$ cat config.mk
export PLATFORM = sky130hd
export DESIGN_NAME = wildcard_line_matcher_flat
export DESIGN_NICKNAME = d
export VERILOG_FILES = /design/src/design/wlm_pkg.sv /design/src/design/wlm_in_if.sv /design/src/design/wlm_out_if.sv /design/src/design/wlm_carry.sv /design/src/design/wlm_cell.sv /design/src/design/wlm_loader.sv /design/src/design/wildcard_line_matcher.sv /design/src/flat_wrapper.sv
export SDC_FILE = /design/constraint.sdc
export NUM_CORES = 2
export LEC_CHECK = 0
export ABC_CLOCK_PERIOD_IN_PS = 17500
export BUFFER_PORTS_ARGS = -buffer_cell sky130_fd_sc_hd__buf_2
export CAP_MARGIN = 20
export CORE_ASPECT_RATIO = 2
export CORE_MARGIN = 4
export CORE_UTILIZATION = 35
export DETAILED_ROUTE_END_ITERATION = 8
export GPL_TIMING_DRIVEN = 0
export PLACE_DENSITY = 0.54
export SLEW_MARGIN = 20
export SYNTH_ARGS = -nofsm -noshare
export SYNTH_HDL_FRONTEND = slang
export SYNTH_SLANG_ARGS = --single-unit
$ cat constraint.sdc
create_clock -name clk -period 17.5 [get_ports clk]
set_clock_uncertainty 0.2 [all_clocks]
set_input_delay 2.625 -clock clk [delete_from_list [all_inputs] [get_ports clk]]
set_output_delay 2.625 -clock clk [all_outputs]
set_load 0.05 [all_outputs]
$ cat src/design/wlm_pkg.sv
// wildcard line matcher package: request codes, pattern codes, characters,
// cell control and status structs, and the case fold helper
// no dependencies
package wlm_pkg;

  // default pattern store depth
  localparam int unsigned DEPTH_DEFAULT = 64;

  // request commands
  localparam logic [1:0] CMD_CLEAR  = 2'd0;
  localparam logic [1:0] CMD_APPEND = 2'd1;
  localparam logic [1:0] CMD_TEXT   = 2'd2;
  localparam logic [1:0] CMD_EOL    = 2'd3;

  // stored pattern codes, anything else is a literal byte
  localparam logic [7:0] CODE_STAR  = 8'd1;
  localparam logic [7:0] CODE_ANY   = 8'd2;
  localparam logic [7:0] CODE_OPEN  = 8'd3;
  localparam logic [7:0] CODE_CLOSE = 8'd4;

  // characters with a meaning
  localparam logic [7:0] CH_NUL       = 8'h00;
  localparam logic [7:0] CH_NEWLINE   = 8'h0A;
  localparam logic [7:0] CH_STAR      = 8'h2A;
  localparam logic [7:0] CH_QUEST     = 8'h3F;
  localparam logic [7:0] CH_UPPER_A   = 8'h41;
  localparam logic [7:0] CH_UPPER_Z   = 8'h5A;
  localparam logic [7:0] CH_LBRACK    = 8'h5B;
  localparam logic [7:0] CH_BACKSLASH = 8'h5C;
  localparam logic [7:0] CH_RBRACK    = 8'h5D;
  localparam logic [7:0] CH_CARET     = 8'h5E;
  localparam logic [7:0] CASE_OFFSET  = 8'h20;

  // pass of the shared carry unit
  typedef enum logic [1:0] {
    PH_CLOSURE,
    PH_CHAIN,
    PH_CONSUME
  } phase_t;

  // broadcast to every cell
  typedef struct packed {
    phase_t     phase;
    logic       step;
    logic       restart;
    logic       inject;
    logic       load;
    logic [7:0] code;
    logic [7:0] text;
  } cell_ctrl_t;

  // returned by every cell
  typedef struct packed {
    logic gen;
    logic prop;
    logic adv;
    logic acc;
  } cell_stat_t;

  // lower case a-z when folding is on
  function automatic logic [7:0] fold(input logic [7:0] c, input logic en);
    logic [7:0] r;
    r = c;
    if (en && c >= CH_UPPER_A && c <= CH_UPPER_Z) begin
      r = c + CASE_OFFSET;
    end
    return r;
  endfunction

endpackage

$ cat src/design/wlm_in_if.sv
// request channel of the wildcard line matcher: valid, ready, cmd and byte
// depends on nothing
interface wlm_in_if;
  logic       valid;
  logic       ready;
  logic [1:0] cmd;
  logic [7:0] char_byte;

  modport source (output valid, output cmd, output char_byte, input ready);
  modport sink (input valid, input cmd, input char_byte, output ready);
endinterface

$ cat src/design/wlm_out_if.sv
// result channel of the wildcard line matcher: valid, ready and two flags
// depends on nothing
interface wlm_out_if;
  logic valid;
  logic ready;
  logic line_matched;
  logic pattern_truncated;

  modport source (output valid, output line_matched, output pattern_truncated, input ready);
  modport sink (input valid, input line_matched, input pattern_truncated, output ready);
endinterface

$ cat src/design/wlm_carry.sv
// shared carry unit: carry into every cell from per-cell generate and
// propagate, worked out with one wide add; uses wlm_pkg for the default width
module wlm_carry #(
  parameter int unsigned WIDTH = wlm_pkg::DEPTH_DEFAULT
) (
  input  logic [WIDTH-1:0] gen,
  input  logic [WIDTH-1:0] prop,
  output logic [WIDTH-1:0] cin
);

  logic [WIDTH-1:0] addend;
  logic [WIDTH-1:0] sum;

  // gen + (gen | prop) carries through propagate cells, starts at generate
  assign addend = gen | prop;
  assign sum    = gen + addend;
  assign cin    = sum ^ gen ^ addend;

endmodule

$ cat src/design/wlm_cell.sv
// one pattern position: holds its code, its active bit and the two pass
// results; uses wlm_pkg for codes and the control and status structs
module wlm_cell #(
  parameter int unsigned PATTERN_DEPTH = wlm_pkg::DEPTH_DEFAULT,
  parameter int unsigned IDX           = 0
) (
  input  logic                               clk,
  input  logic                               rst,
  input  wlm_pkg::cell_ctrl_t                ctrl,
  input  logic [$clog2(PATTERN_DEPTH+1)-1:0] len,
  input  logic                               cin,
  input  logic                               adv_left,
  output wlm_pkg::cell_stat_t                stat
);
  import wlm_pkg::*;

  localparam int unsigned LW = $clog2(PATTERN_DEPTH + 1);
  localparam logic IS_FIRST = (IDX == 0);

  logic [7:0] code;
  logic       active;
  logic       closed;
  logic       in_class;

  logic valid, last, is_star, is_any, is_open, is_close, is_lit, hit;
  logic x_set, closed_now, fire, adv, next_active;

  // position decode
  assign valid = LW'(IDX) < len;
  assign last  = len == LW'(IDX + 1);

  // code decode
  assign is_star  = code == CODE_STAR;
  assign is_any   = code == CODE_ANY;
  assign is_open  = code == CODE_OPEN;
  assign is_close = code == CODE_CLOSE;
  assign is_lit   = !(is_star || is_any || is_open || is_close);
  assign hit      = code == ctrl.text;

  // set before closure, with the start position injected
  assign x_set      = active | (IS_FIRST & ctrl.inject);
  assign closed_now = valid & (x_set | cin);

  // class close fires when an active open and a member hit came before it
  assign fire        = valid & is_close & cin;
  assign adv         = valid & ((closed & (is_any | (is_lit & hit))) | fire);
  assign next_active = valid & ((closed & is_star) | adv_left);

  // generate and propagate for the current pass
  always_comb begin
    stat.gen  = 1'b0;
    stat.prop = 1'b0;
    stat.acc  = 1'b0;
    unique case (ctrl.phase)
      PH_CLOSURE: begin
        stat.gen  = valid & x_set & is_star;
        stat.prop = valid & is_star;
        stat.acc  = last & closed_now & is_star;
      end
      PH_CHAIN: begin
        stat.gen  = valid & closed & is_open;
        stat.prop = valid & ~is_close;
      end
      PH_CONSUME: begin
        stat.gen  = valid & in_class & hit & ~is_close;
        stat.prop = valid & ~is_close;
        stat.acc  = last & adv;
      end
      default: begin
        stat.gen  = 1'b0;
        stat.prop = 1'b0;
        stat.acc  = 1'b0;
      end
    endcase
    stat.adv = adv;
  end

  // active bit
  always_ff @(posedge clk) begin
    if (rst) begin
      active <= IS_FIRST;
    end else if (ctrl.restart) begin
      active <= IS_FIRST;
    end else if (ctrl.step && ctrl.phase == PH_CONSUME) begin
      active <= next_active;
    end
  end

  // code store and pass results
  always_ff @(posedge clk) begin
    if (ctrl.load && len == LW'(IDX)) begin
      code <= ctrl.code;
    end
    if (ctrl.step && ctrl.phase == PH_CLOSURE) begin
      closed <= closed_now;
    end
    if (ctrl.step && ctrl.phase == PH_CHAIN) begin
      in_class <= cin;
    end
  end

endmodule

$ cat src/design/wlm_loader.sv
// pattern encoder: turns raw pattern characters into stored codes and
// keeps length, anchor, escape and truncation state; uses wlm_pkg
module wlm_loader #(
  parameter int unsigned PATTERN_DEPTH = wlm_pkg::DEPTH_DEFAULT
) (
  input  logic                               clk,
  input  logic                               rst,
  input  logic                               clear,
  input  logic                               append,
  input  logic [7:0]                         char_byte,
  input  logic                               case_fold,
  output logic [$clog2(PATTERN_DEPTH+1)-1:0] len,
  output logic                               anchored,
  output logic                               truncated,
  output logic                               load,
  output logic [7:0]                         code
);
  import wlm_pkg::*;

  localparam int unsigned LW = $clog2(PATTERN_DEPTH + 1);

  localparam logic [7:0] CH_LOWER_A = 8'h61;
  localparam logic [7:0] CH_LOWER_B = 8'h62;
  localparam logic [7:0] CH_LOWER_F = 8'h66;
  localparam logic [7:0] CH_LOWER_T = 8'h74;
  localparam logic [7:0] CH_LOWER_V = 8'h76;
  localparam logic [7:0] CODE_BEL   = 8'd7;
  localparam logic [7:0] CODE_BS    = 8'd8;
  localparam logic [7:0] CODE_TAB   = 8'd9;
  localparam logic [7:0] CODE_VT    = 8'd11;
  localparam logic [7:0] CODE_FF    = 8'd12;

  logic escape;
  logic last_star;

  logic [LW-1:0] len_next;
  logic          anchored_next, escape_next, truncated_next, last_star_next;
  logic          store;
  logic [7:0]    raw_code;

  // escaped character to code
  function automatic logic [7:0] escape_code(input logic [7:0] c);
    logic [7:0] r;
    unique case (c)
      CH_LOWER_A: r = CODE_BEL;
      CH_LOWER_B: r = CODE_BS;
      CH_LOWER_F: r = CODE_FF;
      CH_LOWER_T: r = CODE_TAB;
      CH_LOWER_V: r = CODE_VT;
      default:    r = c;
    endcase
    return r;
  endfunction

  // plain character to code
  function automatic logic [7:0] meta_code(input logic [7:0] c);
    logic [7:0] r;
    unique case (c)
      CH_STAR:   r = CODE_STAR;
      CH_QUEST:  r = CODE_ANY;
      CH_LBRACK: r = CODE_OPEN;
      CH_RBRACK: r = CODE_CLOSE;
      default:   r = c;
    endcase
    return r;
  endfunction

  // encode one character
  always_comb begin
    anchored_next  = anchored;
    escape_next    = escape;
    truncated_next = truncated;
    last_star_next = last_star;
    len_next       = len;
    store          = 1'b0;
    raw_code       = char_byte;
    priority if (escape) begin
      escape_next = 1'b0;
      raw_code    = escape_code(char_byte);
      store       = raw_code != CH_NUL;
    end else if (char_byte == CH_NUL) begin
      store = 1'b0;
    end else if (char_byte == CH_BACKSLASH) begin
      escape_next = 1'b1;
    end else if (char_byte == CH_CARET && len == '0 && !anchored && !truncated) begin
      anchored_next = 1'b1;
    end else if (char_byte == CH_STAR && last_star) begin
      // a star after a stored star adds nothing
      store = 1'b0;
    end else begin
      raw_code = meta_code(char_byte);
      store    = 1'b1;
    end
    code = fold(raw_code, case_fold);
    load = 1'b0;
    if (store) begin
      if (len == LW'(PATTERN_DEPTH)) begin
        truncated_next = 1'b1;
      end else begin
        load           = append;
        len_next       = len + LW'(1);
        last_star_next = code == CODE_STAR;
      end
    end
  end

  // encoder state
  always_ff @(posedge clk) begin
    if (rst || clear) begin
      len       <= '0;
      anchored  <= 1'b0;
      escape    <= 1'b0;
      truncated <= 1'b0;
      last_star <= 1'b0;
    end else if (append) begin
      len       <= len_next;
      anchored  <= anchored_next;
      escape    <= escape_next;
      truncated <= truncated_next;
      last_star <= last_star_next;
    end
  end

endmodule

$ cat src/design/wildcard_line_matcher.sv
// Wildcard line matcher. Pattern requests (clear, append) and a line-closing
// request finish when accepted; a text byte takes three passes of the shared
// carry unit across the row of pattern cells (star closure in the accepting
// cycle, class scan, then the transition to the next active set) and holds
// off requests until done. A finished result sits in the output register
// while next requests are taken; a second line result waits in a holding slot
// and requests are refused until it moves on. No clearing pass after reset.
module wildcard_line_matcher #(
  parameter int unsigned PATTERN_DEPTH = wlm_pkg::DEPTH_DEFAULT
) (
  input  logic            clk,
  input  logic            rst,
  wlm_in_if.sink          req,
  wlm_out_if.source       res,
  input  logic            cfg_we,
  input  logic            cfg_wdata
);
  import wlm_pkg::*;

  localparam int unsigned LW = $clog2(PATTERN_DEPTH + 1);

  typedef enum logic [1:0] {
    S_IDLE,
    S_CHAIN,
    S_CONSUME
  } state_t;

  state_t     state;
  logic       case_fold;
  logic       match_seen;
  logic       at_start;
  logic [7:0] text;
  logic       out_valid, out_matched, out_trunc;
  logic       pend_valid, pend_matched, pend_trunc;

  logic [LW-1:0]          len;
  logic                   anchored, truncated, load;
  logic [7:0]             load_code;
  logic                   accept, line_end, text_step, eol_take, out_free;
  logic                   acc_any, acc_closure, result_matched;
  cell_ctrl_t             ctrl;
  cell_stat_t             stat [PATTERN_DEPTH];
  logic [PATTERN_DEPTH-1:0] gen_v, prop_v, cin_v, acc_v;

  // request decode
  assign req.ready = state == S_IDLE && !pend_valid;
  assign accept    = req.valid && req.ready;
  assign line_end  = req.cmd == CMD_EOL ||
                     (req.cmd == CMD_TEXT &&
                      (req.char_byte == CH_NUL || req.char_byte == CH_NEWLINE));
  assign text_step = accept && req.cmd == CMD_TEXT && !line_end;
  assign eol_take  = accept && line_end;
  assign out_free  = !out_valid || res.ready;

  // pattern encoder
  wlm_loader #(.PATTERN_DEPTH(PATTERN_DEPTH)) u_loader (
    .clk       (clk),
    .rst       (rst),
    .clear     (accept && req.cmd == CMD_CLEAR),
    .append    (accept && req.cmd == CMD_APPEND),
    .char_byte (req.char_byte),
    .case_fold (case_fold),
    .len       (len),
    .anchored  (anchored),
    .truncated (truncated),
    .load      (load),
    .code      (load_code)
  );

  // control broadcast to the cells
  always_comb begin
    unique case (state)
      S_IDLE:    ctrl.phase = PH_CLOSURE;
      S_CHAIN:   ctrl.phase = PH_CHAIN;
      S_CONSUME: ctrl.phase = PH_CONSUME;
      default:   ctrl.phase = PH_CLOSURE;
    endcase
    ctrl.step    = text_step || state == S_CHAIN || state == S_CONSUME;
    ctrl.restart = accept && (req.cmd == CMD_CLEAR || req.cmd == CMD_APPEND || line_end);
    ctrl.inject  = !anchored || at_start;
    ctrl.load    = load;
    ctrl.code    = load_code;
    ctrl.text    = text;
  end

  // row of cells, each feeding its advance bit to the right neighbour
  for (genvar i = 0; i < PATTERN_DEPTH; i++) begin : g_cell
    logic adv_left;
    if (i == 0) begin : g_first
      assign adv_left = 1'b0;
    end else begin : g_rest
      assign adv_left = stat[i-1].adv;
    end
    wlm_cell #(.PATTERN_DEPTH(PATTERN_DEPTH), .IDX(i)) u_cell (
      .clk      (clk),
      .rst      (rst),
      .ctrl     (ctrl),
      .len      (len),
      .cin      (cin_v[i]),
      .adv_left (adv_left),
      .stat     (stat[i])
    );
    assign gen_v[i]  = stat[i].gen;
    assign prop_v[i] = stat[i].prop;
    assign acc_v[i]  = stat[i].acc;
  end

  // shared carry unit
  wlm_carry #(.WIDTH(PATTERN_DEPTH)) u_carry (
    .gen  (gen_v),
    .prop (prop_v),
    .cin  (cin_v)
  );

  // accept position reached
  assign acc_any        = |acc_v;
  assign acc_closure    = acc_any || len == '0;
  assign result_matched = match_seen || acc_closure;

  // sequencer, line state and result registers
  always_ff @(posedge clk) begin
    if (rst) begin
      state      <= S_IDLE;
      case_fold  <= 1'b0;
      match_seen <= 1'b0;
      at_start   <= 1'b1;
      out_valid  <= 1'b0;
      pend_valid <= 1'b0;
    end else begin
      if (cfg_we) begin
        case_fold <= cfg_wdata;
      end
      unique case (state)
        S_IDLE: begin
          if (ctrl.restart) begin
            match_seen <= 1'b0;
            at_start   <= 1'b1;
          end else if (text_step) begin
            match_seen <= match_seen || acc_closure;
            at_start   <= 1'b0;
            text       <= fold(req.char_byte, case_fold);
            state      <= S_CHAIN;
          end
        end
        S_CHAIN: begin
          state <= S_CONSUME;
        end
        S_CONSUME: begin
          match_seen <= match_seen || acc_any;
          state      <= S_IDLE;
        end
        default: begin
          state <= S_IDLE;
        end
      endcase
      // output register with one holding slot behind it
      if (out_free) begin
        if (eol_take) begin
          out_valid   <= 1'b1;
          out_matched <= result_matched;
          out_trunc   <= truncated;
        end else if (pend_valid) begin
          out_valid   <= 1'b1;
          out_matched <= pend_matched;
          out_trunc   <= pend_trunc;
          pend_valid  <= 1'b0;
        end else begin
          out_valid <= 1'b0;
        end
      end else if (eol_take) begin
        pend_valid   <= 1'b1;
        pend_matched <= result_matched;
        pend_trunc   <= truncated;
      end
    end
  end

  assign res.valid             = out_valid;
  assign res.line_matched      = out_matched;
  assign res.pattern_truncated = out_trunc;

endmodule

$ cat src/flat_wrapper.sv
// flat-port wrapper written by rule: the top's interface ports become plain ports
module wildcard_line_matcher_flat import wlm_pkg::*;
#(
  parameter int unsigned PATTERN_DEPTH = wlm_pkg::DEPTH_DEFAULT
)
  (clk, rst, cfg_we, cfg_wdata, req_valid, req_cmd, req_char_byte, req_ready, res_valid, res_line_matched, res_pattern_truncated, res_ready);
  wlm_in_if req_i ();
  wlm_out_if res_i ();
  input  logic clk;
  input  logic rst;
  input  logic cfg_we;
  input  logic cfg_wdata;
  input wire logic [$bits(req_i.valid)-1:0] req_valid;
  input wire logic [$bits(req_i.cmd)-1:0] req_cmd;
  input wire logic [$bits(req_i.char_byte)-1:0] req_char_byte;
  output wire logic [$bits(req_i.ready)-1:0] req_ready;
  output wire logic [$bits(res_i.valid)-1:0] res_valid;
  output wire logic [$bits(res_i.line_matched)-1:0] res_line_matched;
  output wire logic [$bits(res_i.pattern_truncated)-1:0] res_pattern_truncated;
  input wire logic [$bits(res_i.ready)-1:0] res_ready;
  assign req_i.valid = req_valid;
  assign req_i.cmd = req_cmd;
  assign req_i.char_byte = req_char_byte;
  assign req_ready = req_i.ready;
  assign res_valid = res_i.valid;
  assign res_line_matched = res_i.line_matched;
  assign res_pattern_truncated = res_i.pattern_truncated;
  assign res_i.ready = res_ready;
  wildcard_line_matcher #(.PATTERN_DEPTH(PATTERN_DEPTH)) u_core (.clk(clk), .rst(rst), .req(req_i), .res(res_i), .cfg_we(cfg_we), .cfg_wdata(cfg_wdata));
endmodule
---- After elaboration in Yosys (flattened, before gate mapping) ----
Cells that the tools add are included.
word-level totals
  input bits .............................. 16
  output and inout bits ................... 4
  word-level logic and storage cells ...... 2907
  register bits ........................... 734
operators by class
  reduce and logical (&&, ||, !) cells .... 379
  bitwise logic cells ..................... 1610
  magnitude comparators ................... 68
  eq/ne operators ......................... 408
  add/subtract/negate cells ............... 4
  muxes and demuxes ....................... 166
operators by type and width
  operator            count
  $and 1x1->1         1280
  $eq 8x2->1 const B  128
  $eq 8x1->1 const B  65
  $eq 8x3->1 const B  64
  $eq 8x8->1          64
  $pmux 2 s3          64
  $or 1x1->1          256
  $eq 7x6->1 const B  32
  $lt 6x7->1 const A  32
  $logic_or 1x1->1    204
  $pmux 1 s2          65
  $xor 64x64->64      2
  $eq 7x5->1 const B  16
  $lt 5x7->1 const A  16
  $logic_and 1x1->1   84
  $eq 8x7->1 const B  9
  $not 1->1           71
  $logic_not 1->1     69
  $add 64x64->64      1
  $mux 8              8
  $or 64x64->64       1
  $reduce_or 64->1    1
  $eq 7x4->1 const B  8
  $lt 4x7->1 const A  8
  33 further kinds    87

---- Depth between registers and ports, before layout ----
  depth in word-level cells ............... 21
  gate-level depth with buffers ........... 28
  mapped depth without buffers ............ 24

---- Least setup slack after synthesis ----
Ideal clock, no wire load.
  path kind ............................... in2reg
  from .................................... input port req_char_byte[4]
  to ...................................... register u_core.g_cell[0].u_cell.code[6] (data pin)
  library setup time ...................... 732 ps
  data required time ...................... 16568 ps
  stages on the path ...................... 11
  arrival time ............................ 9786 ps
  path buffers ............................ 1
  setup slack ............................. 6781 ps
  cells stage by stage .................... clkbuf_1 > or2_2 > nor4_1 > nand2_1 > o22ai_1 > a32oi_1 > o21ai_0 > a21oi_1 > nor3_1 > a2111oi_0 > a21boi_0
RTL lines
  element                 RTL line            RTL
  start: declaration      flat_wrapper.sv:15  input wire logic [$bits(req_i.char_byte)-1:0] req_char_byte;
  end signal: assignment  wlm_cell.sv:92      code <= ctrl.code;
  end: declaration        wlm_cell.sv:20      logic [7:0] code;

---- Worst setup path in the final report ----
  from .................................... register u_core.state[1]
  to ...................................... register u_core.out_matched, in the netlist u_core.res.line_matched (data pin)
on the way
  longest elaborated chain between the ends .. 17
  elaborated cells on any way between the ends .. 658
  classes of those cells .................. 1 x add/sub; 4 x eq/ne; 130 x mux; 515 x bitwise; 8 x reduce/logical
ends and longest elaborated chain
  element                                           RTL line                        RTL
  start: declaration                                wildcard_line_matcher.sv:28     state_t state;
  start signal: assignment                          wildcard_line_matcher.sv:123    state <= S_IDLE;
  start signal: assignment                          wildcard_line_matcher.sv:142    state <= S_CHAIN;
  start signal: assignment                          wildcard_line_matcher.sv:146    state <= S_CONSUME;
  $eq 2x2->1 / $eq 2x1->1 (equally long branches)   wildcard_line_matcher.sv:72     unique case (state)
  $pmux 2 s2 *                                      wildcard_line_matcher.sv:72
  $eq 2x2->1 (tied with other cells)                wlm_cell.sv:54                  unique case (ctrl.phase)
  $pmux 2 s3                                        wlm_cell.sv:54
  $or 64x64->64                                     wlm_carry.sv:15                 assign addend = gen | prop;
  $add 64x64->64                                    wlm_carry.sv:16                 assign sum = gen + addend;
  $xor 64x64->64                                    wlm_carry.sv:17                 assign cin = sum ^ gen ^ addend;
  $xor 64x64->64 *                                  wlm_carry.sv:17
  net u_core.g_cell[2].u_cell.cin                   wlm_cell.sv:11                  input logic cin,
  (+1 left out)                                     -
  $or 1x1->1 / $and 1x1->1 (equally long branches)  wlm_cell.sv:46, wlm_cell.sv:42
  $and 1x1->1 (on tied branches)                    wlm_cell.sv:46, wlm_cell.sv:58
  $and 1x1->1 (on tied branches)                    wlm_cell.sv:67, wlm_cell.sv:58
  $pmux 1 s2 *                                      wlm_cell.sv:54
  $reduce_or 64->1 *                                wildcard_line_matcher.sv:116    assign acc_any = |acc_v;
  $logic_or 1x1->1 *                                wildcard_line_matcher.sv:117    assign acc_closure = acc_any || len == '0;
  $logic_or 1x1->1 *                                wildcard_line_matcher.sv:118    assign result_matched = match_seen || acc_closure;
  $mux 1 *                                          wildcard_line_matcher.sv:158    if (eol_take) begin
  end signal: assignment                            wildcard_line_matcher.sv:160    out_matched <= result_matched;
  end signal: assignment                            wildcard_line_matcher.sv:164    out_matched <= pend_matched;
  end: declaration                                  wildcard_line_matcher.sv:33     logic out_valid, out_matched, out_trunc;
The timed path passes the listed nets; every way through them passes the cells marked *.
A chain may end at the register's enable or synchronous reset.

==> metrics.md <==
| Metric | Value |
|---|---|
| RSZ-0062 raised after global routing | `no` |
| Via/cell ratio | `6.78` |
| I/O pins | `20` |
| Dpl hpwl | `around 270000 µm` |
| Crit Path Class | `register to register` |
| DRC violations left | `0` |
| Worst hold path class | `register to register` |
| Final worst path period share | `74.2%` |
| Iter 0 DRT Violations | `5268` |
| Sequential fraction of the synthesis area | `roughly 44%` |
| Core area | `137000 µm²` |
| FMAX | `77.0 MHz` |
| Pin count of the biggest net entering global routing | `35` |
| Post-Syn Area | `48500 µm²` |
| Grt ovf | `0` |
| Port Buffer Count | `19` |
| Layout area overhead | `14.8%` |
| Ys Warns | `0` |
| ANT nets after route | `0` |
| Post-cts sizing count | `0` |
| Total Power | `between 4 and 5 mW` |
| Clk buf depth | `3` |
| Die width | `~270 µm` |
| Routed vias | `between 40000 and 50000` |
| Post-layout util | `approximately two fifths` |
| GRT Util Overall | `~45%` |
| Clock Root Buffer | `clkbuf_16` |
| Count of cell types in the netlist | `105` |
| Post-Syn Area per Cell | `9.34 µm²` |
| Setup crit end kind | `register` |
| CP Launch Type | `register` |
| Crit path required time | `17.77 ns` |
| Cells after synthesis | `between 5000 and 6000` |
| Post-Syn Nets | `5219` |
| DR WL/cell | `46.2 µm` |
| H-tree depth | `3` |
| # rows | `between 150 and 200` |
| Starting Density | `35.3%` |
| Pwr dens | `between 70 and 80 nW/µm²` |
| Routability Congestion | `1.09` |
| Commonest non-fill, non-tap cells in the layout | `edfxtp_1 (650), nor2_1 (538), nand2_1 (353)` |
| Flops & latches, synth | `732` |
| Die H | `534 µm` |
| Outcome | `completed` |
| Crit path arrival time | `13.25 ns` |
| Main synth FF type | `edfxtp_1` |
| CTS Buf Count | `between 70 and 80` |
| Hold_buf cts | `0` |
| Leak Pwr | `about 17 nW` |
| Setup Fix Bufs, Post-CTS | `0` |
| Die area | `about 140000 µm²` |
| CTS tree | `done` |
| Final Max Slew Viols | `0` |
| Vias in the first global route | `48400` |
| Worst Path Max Fanout | `29` |
| Number of synthesized flops with an enable pin | `650` |
| DRT Wirelength | `between 300000 and 400000 µm` |
| Slew HR | `10.1%` |
| Most common cell after layout, fill and taps aside | `edfxtp_1` |
| Global-route wire length before repair | `between 400000 and 500000 µm` |
| Initial antenna violation count | `31` |
| Final hold violations | `0` |
| Final Critical Period | `12.98 ns` |
| Share of layout cells above drive strength 1 | `10.9%` |
| Post-DP Area | `52900 µm²` |
| Hold slack | `0.253 ns` |
| Async set-reset flop share out of synthesis | `0%` |
| Worst-path clk slew | `0.06 ns` |
| VDD IR max | `0.0000847 V` |
| 1st-pass router iterations | `8` |
| Max Cap Violations | `0` |
| Final Setup Violations | `0` |
| Nets | `5403` |
| Setup total negative slack | `0 ns` |
| Pin slew with the least headroom to its limit | `around 1.3 ns` |
| Post-route cell area | `approximately 56000 µm²` |
| Sinks on Clock Net | `732` |
| Clk_lat worst skew | `0.74 ns` |
==> cells by family (layout without fill, tap and decap cells) <==
family | count (synthesis) | after routing | share of synthesized area [%]
simple gates | 2390 | 2390 | 26.4
compound gates | 1130 | 1130 | 16.1
flops | 732 | 732 | 43.7
xor+xnor | 519 | 519 | 9.38
buf+inv | 375 | 619 | 3.37
mux | 33 | 33 | 0.712
fa+ha+maj | 12 | 12 | 0.310
other cells | 0 | 29 | 0
==> worst paths after layout <==
kind / start / endpoint / slack [ns] / cells after the start
setup / recovery: u_core.state[1]$_SDFFE_PP0P_ / u_core.res.line_matched$_DFFE_PP_ / 4.52 / 27
hold / removal: u_core.at_start$_SDFFE_PP1P_ / u_core.at_start$_SDFFE_PP1P_ / 0.25 / 2
hold reg to reg: u_core.at_start$_SDFFE_PP1P_ / u_core.at_start$_SDFFE_PP1P_ / 0.25 / 2
setup reg to reg: u_core.state[1]$_SDFFE_PP0P_ / u_core.res.line_matched$_DFFE_PP_ / 4.52 / 27
==> critical path, cell delays in order, from the launching register on <==
cell and delay, ns:
dfxtp_1 0.35, inv_1 0.15, ha_4 0.38, buf_16 0.26, clkbuf_1 0.49, and2_1 0.21, clkbuf_2 0.46, buf_2 0.51
buf_2 0.71, buf_2 0.83, buf_2 0.69, nor2_1 0.11, ha_1 0.33, a41oi_1 0.25, a21oi_2 0.28, and4_1 0.33
o21a_1 0.20, o211ai_1 0.76, nand3_1 0.67, o21ai_0 1.09, o21ai_0 0.36, nor4b_1 0.39, o211ai_1 0.27, nor4bb_1 0.36
nand3_1 0.45, nor4_1 0.66, a41oi_1 0.52, o22a_1 0.34
==> flip-flops by register name, summed over array words and instances (netlist names), 2 cells and up <==
signal and flops:
u_core.g_cell.u_cell.code 512, u_core.g_cell.u_cell.active 64, u_core.g_cell.u_cell.closed 64, u_core.g_cell.u_cell.in_class 62, u_core.text 8, u_core.u_loader.len 7, u_core.state 2
==> cell type report <==
cell class / count / area, µm²
clock inverter: 45 / 598
tap: 1843 / 2310
fill: 13700 / 81500
antenna: 29 / 72.6
buffer: 263 / 1270
inverter: 112 / 430
clock buffer: 92 / 2020
timing repair buffer: 107 / 1640
multi-input combinational: 4084 / 26200
sequential: 732 / 21200
==> through the flow <==
step | worst slack [ns] | std cells
after global placement | -10.92 | 7053
after floorplan | 6.78 | 5191
final | 4.52 | 7307
after CTS | 4.78 | 7274
after global routing | 4.96 | 7279
after detailed placement | 4.83 | 7137
==> synth_stat cells, types with 139 or more instances <==
cell type | count | area share [%]
xor2_1 | 259 | 4.7
nand2_1 | 359 | 2.8
edfxtp_1 | 650 | 40
xnor2_1 | 260 | 4.7
o21ai_0 | 171 | 1.8
nor4_1 | 198 | 2.6
nand4_1 | 140 | 1.8
a21oi_1 | 263 | 2.7
clkbuf_1 | 139 | 1.1
nor2_1 | 543 | 4.2
nor3_1 | 191 | 2.0
nand3_1 | 231 | 2.4
==> routing by layer <==
layer | track usage [%] | share of wire (%) | vias up
li1 | - | - | 20200
met1 | 40.0 | 30 | 24500
met2 | 76.7 | 48 | 3249
met3 | 9.29 | 6.6 | 1650
met4 | 55.5 | 16 | 12
met5 | 0.133 | 0.023 | -
==> power breakdown <==
| part | switching (mW) | leakage (nW) | internal, mW | total, mW |
|---|---|---|---|---|
| registers | 0.0129 | 6.56 | 1.92 | 1.93 |
| logic | 0.229 | 9.33 | 0.0706 | 0.299 |
| clock network | 0.805 | 1.27 | 0.986 | 1.79 |
No activity file was read; power rests on OpenSTA's default activity.
